===== src/sv/r2h_pkg.sv =====
// ----------------------------------------------------------------------------
// r2h_pkg
// Shared types for the RGB to HSV pixel converter.
// ----------------------------------------------------------------------------
`default_nettype none

package r2h_pkg;

	// per-pixel side flags that ride along the divider pipeline
	typedef struct packed {
		logic black;   // value is zero: saturation forced to zero
		logic gray;    // chroma is zero: hue forced to zero
	} r2h_flags_t;

	// sector offsets in units of chroma
	localparam int unsigned SECTOR_GREEN = 2;
	localparam int unsigned SECTOR_BLUE  = 4;
	localparam int unsigned SECTOR_TURN  = 6;

endpackage

`default_nettype wire


===== src/sv/r2h_ifs.sv =====
// ----------------------------------------------------------------------------
// r2h stream interfaces
// Valid/ready channels for RGB input words and HSV output words.
// ----------------------------------------------------------------------------
`default_nettype none

interface r2h_rgb_if #(parameter int W = 12);
	logic         valid;
	logic         ready;
	logic [W-1:0] red;
	logic [W-1:0] green;
	logic [W-1:0] blue;

	modport source (output valid, output red, output green, output blue, input ready);
	modport sink   (input valid, input red, input green, input blue, output ready);
endinterface

interface r2h_hsv_if #(parameter int W = 12);
	logic         valid;
	logic         ready;
	logic [W-1:0] hue;
	logic [W-1:0] saturation;
	logic [W-1:0] brightness;

	modport source (output valid, output hue, output saturation, output brightness,
		input ready);
	modport sink   (input valid, input hue, input saturation, input brightness,
		output ready);
endinterface

`default_nettype wire


===== src/sv/r2h_front.sv =====
// ----------------------------------------------------------------------------
// r2h_front
// Input register, max/min/chroma, sector position and divider operands.
// ----------------------------------------------------------------------------
`default_nettype none

module r2h_front #(
	parameter int P = 12
) (
	input  wire                 clk,
	input  wire                 arst_n,
	input  wire                 en,
	input  wire                 in_valid,
	input  wire  [P-1:0]        red,
	input  wire  [P-1:0]        green,
	input  wire  [P-1:0]        blue,
	output logic                valid_s2,
	output logic [P-1:0]        sat_rem_s2,
	output logic [P-1:0]        sat_num_s2,
	output logic [P-1:0]        sat_d_s2,
	output logic [P+2:0]        hue_rem_s2,
	output logic [P+2:0]        hue_d_s2,
	output logic [P-1:0]        val_s2,
	output r2h_pkg::r2h_flags_t flags_s2
);
	import r2h_pkg::*;

	logic                valid_s1;
	logic [P-1:0]        r_s1, g_s1, b_s1;
	logic [P-1:0]        mx_s1, mn_s1;
	logic [P-1:0]        mx, mn, c;
	logic signed [P+3:0] pos, pos_w;
	logic [P+3:0]        c6;
	logic [2*P-1:0]      num;

	always_ff @(posedge clk or negedge arst_n) begin
		if (!arst_n) begin
			valid_s1 <= 1'b0;
			valid_s2 <= 1'b0;
		end else if (en) begin
			valid_s1 <= in_valid;
			valid_s2 <= valid_s1;
		end
	end

	always_comb begin
		// stage 1: max and min of the incoming word
		mx = (red > green) ? red : green;
		mx = (mx > blue) ? mx : blue;
		mn = (red < green) ? red : green;
		mn = (mn < blue) ? mn : blue;
		// stage 2: chroma, sector position and divider operands
		c  = mx_s1 - mn_s1;
		c6 = (P+4)'(c) * (P+4)'(SECTOR_TURN);
		if (mx_s1 == r_s1)
			pos = $signed({4'b0, g_s1}) - $signed({4'b0, b_s1});
		else if (mx_s1 == g_s1)
			pos = $signed((P+4)'(c) * (P+4)'(SECTOR_GREEN))
				+ $signed({4'b0, b_s1}) - $signed({4'b0, r_s1});
		else
			pos = $signed((P+4)'(c) * (P+4)'(SECTOR_BLUE))
				+ $signed({4'b0, r_s1}) - $signed({4'b0, g_s1});
		// red sector can go negative: wrap by a full turn
		pos_w = pos[P+3] ? pos + $signed(c6) : pos;
		// chroma * (2^P - 1)
		num = ({c, {P{1'b0}}}) - (2*P)'(c);
	end

	always_ff @(posedge clk) begin
		if (en) begin
			r_s1       <= red;
			g_s1       <= green;
			b_s1       <= blue;
			mx_s1      <= mx;
			mn_s1      <= mn;
			sat_rem_s2 <= num[2*P-1:P];
			sat_num_s2 <= num[P-1:0];
			sat_d_s2   <= mx_s1;
			hue_rem_s2 <= pos_w[P+2:0];
			hue_d_s2   <= c6[P+2:0];
			val_s2     <= mx_s1;
			flags_s2   <= '{black: (mx_s1 == '0), gray: (c == '0)};
		end
	end

endmodule

`default_nettype wire


===== src/sv/r2h_div_step.sv =====
// ----------------------------------------------------------------------------
// r2h_div_step
// One registered restoring-division step for saturation and for hue.
// ----------------------------------------------------------------------------
`default_nettype none

module r2h_div_step #(
	parameter int P = 12
) (
	input  wire                 clk,
	input  wire                 arst_n,
	input  wire                 en,
	input  wire                 valid_i,
	input  wire  [P-1:0]        sat_rem_i,
	input  wire  [P-1:0]        sat_num_i,
	input  wire  [P-1:0]        sat_d_i,
	input  wire  [P-1:0]        sat_q_i,
	input  wire  [P+2:0]        hue_rem_i,
	input  wire  [P+2:0]        hue_d_i,
	input  wire  [P-1:0]        hue_q_i,
	input  wire  [P-1:0]        val_i,
	input  r2h_pkg::r2h_flags_t flags_i,
	output logic                valid_o,
	output logic [P-1:0]        sat_rem_o,
	output logic [P-1:0]        sat_num_o,
	output logic [P-1:0]        sat_d_o,
	output logic [P-1:0]        sat_q_o,
	output logic [P+2:0]        hue_rem_o,
	output logic [P+2:0]        hue_d_o,
	output logic [P-1:0]        hue_q_o,
	output logic [P-1:0]        val_o,
	output r2h_pkg::r2h_flags_t flags_o
);
	import r2h_pkg::*;

	logic [P:0]   st;
	logic [P+3:0] ht;
	logic         sbit, hbit;

	always_comb begin
		st   = {sat_rem_i, sat_num_i[P-1]};
		ht   = {hue_rem_i, 1'b0};
		sbit = (st >= {1'b0, sat_d_i});
		hbit = (ht >= {1'b0, hue_d_i});
	end

	always_ff @(posedge clk or negedge arst_n) begin
		if (!arst_n)
			valid_o <= 1'b0;
		else if (en)
			valid_o <= valid_i;
	end

	always_ff @(posedge clk) begin
		if (en) begin
			sat_rem_o <= sbit ? P'(st - {1'b0, sat_d_i}) : st[P-1:0];
			sat_num_o <= {sat_num_i[P-2:0], 1'b0};
			sat_d_o   <= sat_d_i;
			sat_q_o   <= {sat_q_i[P-2:0], sbit};
			hue_rem_o <= hbit ? (P+3)'(ht - {1'b0, hue_d_i}) : ht[P+2:0];
			hue_d_o   <= hue_d_i;
			hue_q_o   <= {hue_q_i[P-2:0], hbit};
			val_o     <= val_i;
			flags_o   <= flags_i;
		end
	end

endmodule

`default_nettype wire


===== src/sv/rgb_to_hsv_pixel_top.sv =====
// ----------------------------------------------------------------------------
// rgb_to_hsv_pixel_top
// RGB to HSV pixel converter, one word per clock unless the output stalls.
// ----------------------------------------------------------------------------
// Takes one pixel word per cycle while the output word is taken and returns
// hue, saturation and brightness. Two front stages find max, min,
// chroma and the hue sector; then PIXEL_BITS divider stages each resolve one
// quotient bit of both divisions. The whole pipeline advances together and
// holds when the output word is not taken, so input ready follows output
// ready whenever the last stage is full.
`default_nettype none

module rgb_to_hsv_pixel_top #(
	parameter int PIXEL_BITS = 12
) (
	input wire               clk,
	input wire               arst_n,
	r2h_rgb_if.sink          rgb_in,
	r2h_hsv_if.source        hsv_out
);
	import r2h_pkg::*;

	localparam int P = PIXEL_BITS;

	logic               en;
	logic [P:0]         vld;
	logic [P-1:0]       sat_rem [P+1];
	logic [P-1:0]       sat_num [P+1];
	logic [P-1:0]       sat_d   [P+1];
	logic [P-1:0]       sat_q   [P+1];
	logic [P+2:0]       hue_rem [P+1];
	logic [P+2:0]       hue_d   [P+1];
	logic [P-1:0]       hue_q   [P+1];
	logic [P-1:0]       val     [P+1];
	r2h_flags_t         flags   [P+1];

	assign en           = hsv_out.ready || !vld[P];
	assign rgb_in.ready = en;

	r2h_front #(.P(P)) u_front (
		.clk        (clk),
		.arst_n     (arst_n),
		.en         (en),
		.in_valid   (rgb_in.valid),
		.red        (rgb_in.red),
		.green      (rgb_in.green),
		.blue       (rgb_in.blue),
		.valid_s2   (vld[0]),
		.sat_rem_s2 (sat_rem[0]),
		.sat_num_s2 (sat_num[0]),
		.sat_d_s2   (sat_d[0]),
		.hue_rem_s2 (hue_rem[0]),
		.hue_d_s2   (hue_d[0]),
		.val_s2     (val[0]),
		.flags_s2   (flags[0])
	);

	assign sat_q[0] = '0;
	assign hue_q[0] = '0;

	for (genvar i = 0; i < P; i++) begin : g_step
		r2h_div_step #(.P(P)) u_step (
			.clk       (clk),
			.arst_n    (arst_n),
			.en        (en),
			.valid_i   (vld[i]),
			.sat_rem_i (sat_rem[i]),
			.sat_num_i (sat_num[i]),
			.sat_d_i   (sat_d[i]),
			.sat_q_i   (sat_q[i]),
			.hue_rem_i (hue_rem[i]),
			.hue_d_i   (hue_d[i]),
			.hue_q_i   (hue_q[i]),
			.val_i     (val[i]),
			.flags_i   (flags[i]),
			.valid_o   (vld[i+1]),
			.sat_rem_o (sat_rem[i+1]),
			.sat_num_o (sat_num[i+1]),
			.sat_d_o   (sat_d[i+1]),
			.sat_q_o   (sat_q[i+1]),
			.hue_rem_o (hue_rem[i+1]),
			.hue_d_o   (hue_d[i+1]),
			.hue_q_o   (hue_q[i+1]),
			.val_o     (val[i+1]),
			.flags_o   (flags[i+1])
		);
	end

	assign hsv_out.valid      = vld[P];
	assign hsv_out.brightness = val[P];
	assign hsv_out.saturation = flags[P].black ? '0 : sat_q[P];
	assign hsv_out.hue        = flags[P].gray  ? '0 : hue_q[P];

endmodule

`default_nettype wire


===== src/flat_wrapper.sv =====
// flat-port wrapper written by rule: the top's interface ports become plain ports
module rgb_to_hsv_pixel_top_flat import r2h_pkg::*;
#(
	parameter int PIXEL_BITS = 12
)
  (clk, arst_n, rgb_in_valid, rgb_in_red, rgb_in_green, rgb_in_blue, rgb_in_ready, hsv_out_valid, hsv_out_hue, hsv_out_saturation, hsv_out_brightness, hsv_out_ready);
  r2h_rgb_if rgb_in_i ();
  r2h_hsv_if hsv_out_i ();
  input wire clk;
  input wire arst_n;
  input wire logic [$bits(rgb_in_i.valid)-1:0] rgb_in_valid;
  input wire logic [$bits(rgb_in_i.red)-1:0] rgb_in_red;
  input wire logic [$bits(rgb_in_i.green)-1:0] rgb_in_green;
  input wire logic [$bits(rgb_in_i.blue)-1:0] rgb_in_blue;
  output wire logic [$bits(rgb_in_i.ready)-1:0] rgb_in_ready;
  output wire logic [$bits(hsv_out_i.valid)-1:0] hsv_out_valid;
  output wire logic [$bits(hsv_out_i.hue)-1:0] hsv_out_hue;
  output wire logic [$bits(hsv_out_i.saturation)-1:0] hsv_out_saturation;
  output wire logic [$bits(hsv_out_i.brightness)-1:0] hsv_out_brightness;
  input wire logic [$bits(hsv_out_i.ready)-1:0] hsv_out_ready;
  assign rgb_in_i.valid = rgb_in_valid;
  assign rgb_in_i.red = rgb_in_red;
  assign rgb_in_i.green = rgb_in_green;
  assign rgb_in_i.blue = rgb_in_blue;
  assign rgb_in_ready = rgb_in_i.ready;
  assign hsv_out_valid = hsv_out_i.valid;
  assign hsv_out_hue = hsv_out_i.hue;
  assign hsv_out_saturation = hsv_out_i.saturation;
  assign hsv_out_brightness = hsv_out_i.brightness;
  assign hsv_out_i.ready = hsv_out_ready;
  rgb_to_hsv_pixel_top #(.PIXEL_BITS(PIXEL_BITS)) u_core (.clk(clk), .arst_n(arst_n), .rgb_in(rgb_in_i), .hsv_out(hsv_out_i));
endmodule

===== config.mk =====
export PLATFORM = sky130hd
export DESIGN_NAME = rgb_to_hsv_pixel_top_flat
export DESIGN_NICKNAME = d
export VERILOG_FILES = /design/src/sv/r2h_pkg.sv /design/src/sv/r2h_ifs.sv /design/src/sv/r2h_front.sv /design/src/sv/r2h_div_step.sv /design/src/sv/rgb_to_hsv_pixel_top.sv /design/src/flat_wrapper.sv
export SDC_FILE = /design/constraint.sdc
export NUM_CORES = 2
export LEC_CHECK = 0
export BUFFER_PORTS_ARGS = -buffer_cell sky130_fd_sc_hd__buf_2
export CORE_MARGIN = 2
export CORE_UTILIZATION = 40
export DETAILED_ROUTE_END_ITERATION = 8
export HOLD_SLACK_MARGIN = 0.02
export PLACE_DENSITY_LB_ADDON = 0.15
export SETUP_SLACK_MARGIN = 0.1
export SLEW_MARGIN = 10
export SYNTH_ARGS = -nofsm -noshare
export SYNTH_HDL_FRONTEND = slang
export SYNTH_SLANG_ARGS = --single-unit

===== constraint.sdc =====
create_clock -name clk -period 34.2 [get_ports clk]
set_input_delay 0 -clock clk [delete_from_list [all_inputs] [get_ports clk]]
set_output_delay 0 -clock clk [all_outputs]
set_load 0.03 [all_outputs]

### Yosys cells after proc, flatten, opt, wreduce, memory -nomap -nowiden

Index checks and enable logic that the tools add are counted.

* equality and inequality tests: 2
* bitwise gates (word level): 0
* div/mod/pow operators: 0
* add/sub/neg operators: 30
* multiplexer cells: 31
* multiply operators: 1
* reductions and logical operators: 4
* shifts and indexed selects: 0
* magnitude comparators: 28

Operator list (number)
* 12-bit 2-to-1 mux: 17
* 16-bit by 15-bit greater-or-equal comparator with 1-bit output: 12
* 15-bit 2-to-1 mux: 12
* 15-bit subtractor: 11
* 13-bit by 12-bit greater-or-equal comparator with 1-bit output: 12
* 12-bit subtractor: 12
* 16-bit 2-to-1 mux: 2
* 12-bit == test: 2
* 12-bit > comparator: 2
* 12-bit logical NOT: 2
* 12-bit < comparator: 2
* 24-bit by 12-bit subtractor with 24-bit output: 1
* 15-bit by 12-bit subtractor with 16-bit output: 1
* 14-bit by 12-bit adder with 15-bit output: 1
* 15-bit adder: 1
* 14-bit by 12-bit subtractor with 15-bit output: 1
* 13-bit by 12-bit adder with 14-bit output: 1
* 12-bit by 2-bit multiplier with 14-bit output, second input constant: 1
* 12-bit by 12-bit subtractor with 13-bit output: 1
* 1-bit logical NOT: 1
* 1-bit logical OR: 1

* memory bits (writable): 0
* bits in read-only memories: 0
* bits in latches: 0
* bits in registers: 982
* memories: 0
* input bits: 40
* logic and storage cells: 237

### Logic depth before layout (Yosys ltp)

* depth after elaboration: 7
* gate-level depth with buffers: 29

### Cells and area by module

From an unflattened synthesis, not the netlist that was laid out.

* cells, all modules: 5023
* area total of the unflattened synthesis: 68969.9 um^2

By module, submodules not included
* r2h_div_step at u_core.g_step[0].u_step ...: times used 6, area an instance 4859.7 um^2, cells each 328
* r2h_div_step at u_core.g_step[1].u_step ...: times used 5, area an instance 4894.7 um^2, cells each 346
* r2h_front: times used 1, area an instance 10209.8 um^2, cells each 955
* r2h_div_step at u_core.g_step[4].u_step: times used 1, area an instance 4865.9 um^2, cells each 342
* rgb_to_hsv_pixel_top: times used 1, area an instance 262.8 um^2, cells each 28

### Worst setup path before layout

No wires, ideal clock.

* path kind: register -> register
* from: register u_core.g_step[11].u_step.valid_o
* to: register u_core.g_step[10].u_step.valid_o
* cell stages (with the launch flop): 5
* path slack: 4.325 ns
* clock period less this slack: 29.875 ns
* path buffers: 2
* setup time: 0.185 ns
* arrival: 29.690 ns
* cells stage by stage: dfrtp_1 -> nand2b_1 -> clkbuf_1 -> clkbuf_1 -> mux2_2

* longest elaborated chain between the ends: 2

Ends and longest elaborated chain
* start: declaration: line r2h_div_step.sv:23 `output logic valid_o,`
* start signal: assignment: line r2h_div_step.sv:51 `valid_o <= valid_i;`
* 1-bit logical NOT: line rgb_to_hsv_pixel_top.sv:37 `assign en = hsv_out.ready || !vld[P];`
* 1-bit logical OR: line rgb_to_hsv_pixel_top.sv:37
* via rgb_in_ready: line flat_wrapper.sv:15 `output wire logic [$bits(rgb_in_i.ready)-1:0] rgb_in_ready;`
* end signal: assignment: line r2h_div_step.sv:51
* end: declaration: line r2h_div_step.sv:23

The timed path passes the listed nets, and every way through them passes these cells.
A chain may end at the register's enable or synchronous reset.

### Worst setup path in the final report

* from: register u_core.u_front.mx_s1[0]
* to: register u_core.u_front.hue_rem_s2[14], data pin

* longest elaborated chain between the ends: 7

Ends and longest elaborated chain
* start: declaration: line r2h_front.sv:30 `logic [P-1:0] mx_s1, mn_s1;`
* start signal: assignment: line r2h_front.sv:74 `mx_s1 <= mx;`
* 12-bit subtractor: line r2h_front.sv:53 `c = mx_s1 - mn_s1;`
* 14-bit by 12-bit adder with 15-bit output or 13-bit by 12-bit adder with 14-bit output (tied branches): line r2h_front.sv:62, r2h_front.sv:59
* 15-bit by 12-bit subtractor with 16-bit output or 14-bit by 12-bit subtractor with 15-bit output (tied branches): line r2h_front.sv:62, r2h_front.sv:59
* 16-bit 2-to-1 mux: line r2h_front.sv:57 `else if (mx_s1 == g_s1)`
* 16-bit 2-to-1 mux: line r2h_front.sv:55 `if (mx_s1 == r_s1)`
* 15-bit adder: line r2h_front.sv:64 `pos_w = pos[P+3] ? pos + $signed(c6) : pos;`
* 15-bit 2-to-1 mux *: line r2h_front.sv:64
* via u_core.u_front.pos_w[14]: line r2h_front.sv:32 `logic signed [P+3:0] pos, pos_w;`
* end signal: assignment: line r2h_front.sv:79 `hue_rem_s2 <= pos_w[P+2:0];`
* end: declaration: line r2h_front.sv:21 `output logic [P+2:0] hue_rem_s2,`

The timed path passes the listed nets; every way through them passes the cells marked *.

==> run summary <==
run status - complete, no violations
grt met2 use - 0.2892
WL final - 103400 um
Starting Density - 0.4027
Finished Layout Cells - 6422
Yosys Warn Count - 0
num ports - 78
Clock Skew - 0.02133 ns
critical path arrival - 6.85 ns
Port-buffer cells - 77
Primary FF master, synth - edfxtp_1
Final Critical Period - 6.422 ns
synthesized net count - 4906
clk root buf - clkbuf_16
met1 Track Usage GR - 0.1722
TritonCTS clock tree - done
Post-DRT Antenna Nets - 0
setup TNS - 0 ns
Worst-path clk slew - 0.06 ns
initial antenna violation count - 0
asr flop ratio synth - 0.01477
Core ar. - 0.1315 mm2
Syn-to-layout area delta - 12.16%
share of cells above drive strength 1 - 0.1241
Startpoint Class - register
Clk Latency, worst-skew pair - 0.69 ns
GR Util met3 - 0.02350
Final GP Congestion - 0.8676
MaxCap Viol Count - 0
final setup violating endpoints - 0
Slew Viols, Final - 0
worst slew pin tran - 1.058 ns
number of DRC markers in iteration 0 - 1726
fmax - 155.7 MHz
row cnt - 133
CP Max Fanout - 5
Inst Count DP - 6185
H-tree lvl count - 3
dpl hpwl - 77880 um
Die Wd - 367.8 um
grt ovf - 0
Residual DRC - 0
Nets - 5104
Post-synth EDFFs - 934
number of synthesized register bits - 948
Num CTS Buffers - 107
first-pass GRT wire length - 168400 um
antenna fix cells - 0
Total GRT Usage - 0.1535
Die Y-Extent - 367.8 um
largest net degree at the start of global routing - 175
Final Cycle Share - 0.1878
Hold Crit Depth - 2
worst path required time - 34.63 ns
1st-pass router iterations - 5
CP Class - reg -> reg
GRT Max-Usage Layer - met2
routed vias - 32380
vias in the first global route - 33090
Cells after Synth - 4381
Synth Cell Area - 0.05294 mm2
Critical Path Slowest Stage Cell - fa_1
Yosys cell types - 83
CP max stage delay - 0.53 ns
Die ar. - 0.1353 mm2
syn_area_per_cell - 12.08 um2
RSZ-0062 raised after global routing - no
register area share after synthesis - 0.5364
total clock sinks - 948
Final Hold Fails - 0
r2r worst-path depth - 29
wire per inst - 16.10 um
Crit. End Element - register
Via density - 5.042
clock tree buffer depth - 3
max_slew headroom - 0.2922
min-delay worst type - in -> reg
==> repair_timing <==
item | 4_1_cts | 5_1_grt
setup buffers | 0 | 0
endpoints found under the hold margin | 75 | 0
hold buffers | 40 | 0
resized for setup | 0 | 0
==> metrics by stage <==
| stage | utilization | setup slack (ns) | hold slack, ns | instance area (um2) |
|---|---|---|---|---|
| after floorplan | - | 4.325 | -0.2956 | 52940 |
| after global placement | 0.4219 | 27.87 | -0.09197 | 55470 |
| after detailed placement | 0.4219 | 27.78 | -0.08874 | 55470 |
| after CTS | 0.4517 | 27.76 | 0.02784 | 59380 |
| after global routing | 0.4517 | 27.23 | 0.05784 | 59380 |
| final | 0.4517 | 27.78 | 0.09138 | 59380 |
==> synth_stat cells, drive strengths merged (8+ instances only) <==
library cell	instances	area, um2
or3	19	138.9
a21oi	220	1101
inv	555	2083
o311ai	11	96.34
clkbuf	35	131.4
a31oi	25	177.7
o2111ai	10	87.58
a21o	81	608.1
ha	436	5455
nand2b	46	287.8
edfxtp	934	28050
dfrtp	14	350.3
o31ai	28	235.2
nor4	22	137.6
o21a	47	352.8
mux2i	40	400.4
a311oi	9	78.83
mux2	236	2763
a21boi	23	172.7
nand4	57	356.6
and3	20	145.1
nor2	212	805.8
a211o	13	113.9
a2111oi	19	166.4
o21bai	16	120.1
a211oi	53	417.9
nor3b	19	142.6
nor3	103	520.5
o41ai	8	88.84
or2	26	162.7
nor2b	110	688.2
xor2	95	832.1
nand2	231	867.1
buf	24	183.9
and2	8	50.05
xnor2	163	1435
fa	49	980.9
o31a	11	96.34
o21ai	214	1079
o211ai	17	132.6
a31o	16	140.1
nand3	62	310.3
==> worst paths after layout <==
check | start | end | slack (ns)
setup reg to reg | u_core.u_front.mx_s1[0] | u_core.u_front.hue_rem_s2[14] | 27.78
max in group asynchronous | arst_n | u_core.g_step[6].u_step.valid_o | 33.39
hold reg to reg | u_core.g_step[4].u_step.sat_num_o[9] | u_core.g_step[5].u_step.sat_num_o[10] | 0.39
setup / recovery | u_core.u_front.mx_s1[0] | u_core.u_front.hue_rem_s2[14] | 27.78
min in group asynchronous | arst_n | u_core.u_front.valid_s2 | 0.40
hold / removal | rgb_in_red[2] | u_core.u_front.r_s1[2] | 0.09
==> cell families (layout without fill, tap and decap cells) <==
group | count (synthesis) | in the layout | share of synthesized area
DFF | 948 | 948 | 0.5364
adders and majority gates | 485 | 485 | 0.1216
AOI/OAI and AO/OA | 850 | 850 | 0.1047
xor gates and xnor gates | 258 | 258 | 0.04282
and+or+nand+nor | 950 | 950 | 0.08947
buffers and inverters | 614 | 900 | 0.04530
muxes | 276 | 276 | 0.05974
==> worst max-delay path: cells and delay by family (launching register included) <==
| kind | cells | cell delay, ns |
|---|---|---|
| compound gates | 12 | 1.92 |
| fa+ha+maj | 5 | 1.85 |
| flops | 1 | 0.44 |
| buf+inv | 3 | 0.34 |
| xor+xnor | 3 | 0.66 |
| simple gates | 6 | 0.97 |
==> final cells by class <==
| type | instances | area [um2] |
|---|---|---|
| Multi-Input combinational cell | 2819 | 22160 |
| Timing Repair Buffer | 148 | 1031 |
| Fill cell | 12100 | 72080 |
| Clock inverter | 59 | 615.6 |
| Sequential cell | 948 | 28400 |
| Clock buffer | 138 | 2899 |
| Inverter | 555 | 2083 |
| Tap cell | 1755 | 2196 |
==> sequential cells by signal, summed over array words and instances, names as in the netlist, 15 cells and up <==
name                            count
u_core.g_step.u_step.hue_rem_o    154
u_core.g_step.u_step.hue_d_o      135
u_core.g_step.u_step.sat_rem_o    132
u_core.g_step.u_step.val_o        108
u_core.g_step.u_step.hue_q_o       78
u_core.g_step.u_step.sat_q_o       78
u_core.g_step.u_step.sat_num_o     64
u_core.g_step.u_step.sat_d_o       36
u_core.g_step.u_step.flags_o       24
u_core.u_front.hue_rem_s2          15
==> metal layers <==
layer,wire length [um],up-vias,share of wire
met3,2893,225,0.028
li1,-,16380,-
met4,4078,0,0.039
met5,0,-,0
met2,53940,430,0.52
met1,42490,15350,0.41
==> cells in the final DEF, fill, tap and decap left out, drive strengths merged, types with 19 or more instances in the layout <==
cell | Yosys | final
a2111oi | 19 | 19
a211oi | 53 | 53
a21boi | 23 | 23
a21o | 81 | 81
a21oi | 220 | 220
a31oi | 25 | 25
and3 | 20 | 20
buf | 24 | 108
clkbuf | 35 | 138
clkinv | 0 | 42
dlygate4sd3 | 0 | 40
edfxtp | 934 | 934
fa | 49 | 49
ha | 436 | 436
inv | 555 | 559
mux2 | 236 | 236
mux2i | 40 | 40
nand2 | 231 | 231
nand2b | 46 | 46
nand3 | 62 | 62
nand4 | 57 | 57
nor2 | 212 | 212
nor2b | 110 | 110
nor3 | 103 | 103
nor3b | 19 | 19
nor4 | 22 | 22
o21a | 47 | 47
o21ai | 214 | 214
o31ai | 28 | 28
or2 | 26 | 26
or3 | 19 | 19
xnor2 | 163 | 163
xor2 | 95 | 95
Power is left out: the tool's default activity adds up to more than one toggle a clock period on the data nets, which glitch-free logic cannot reach.
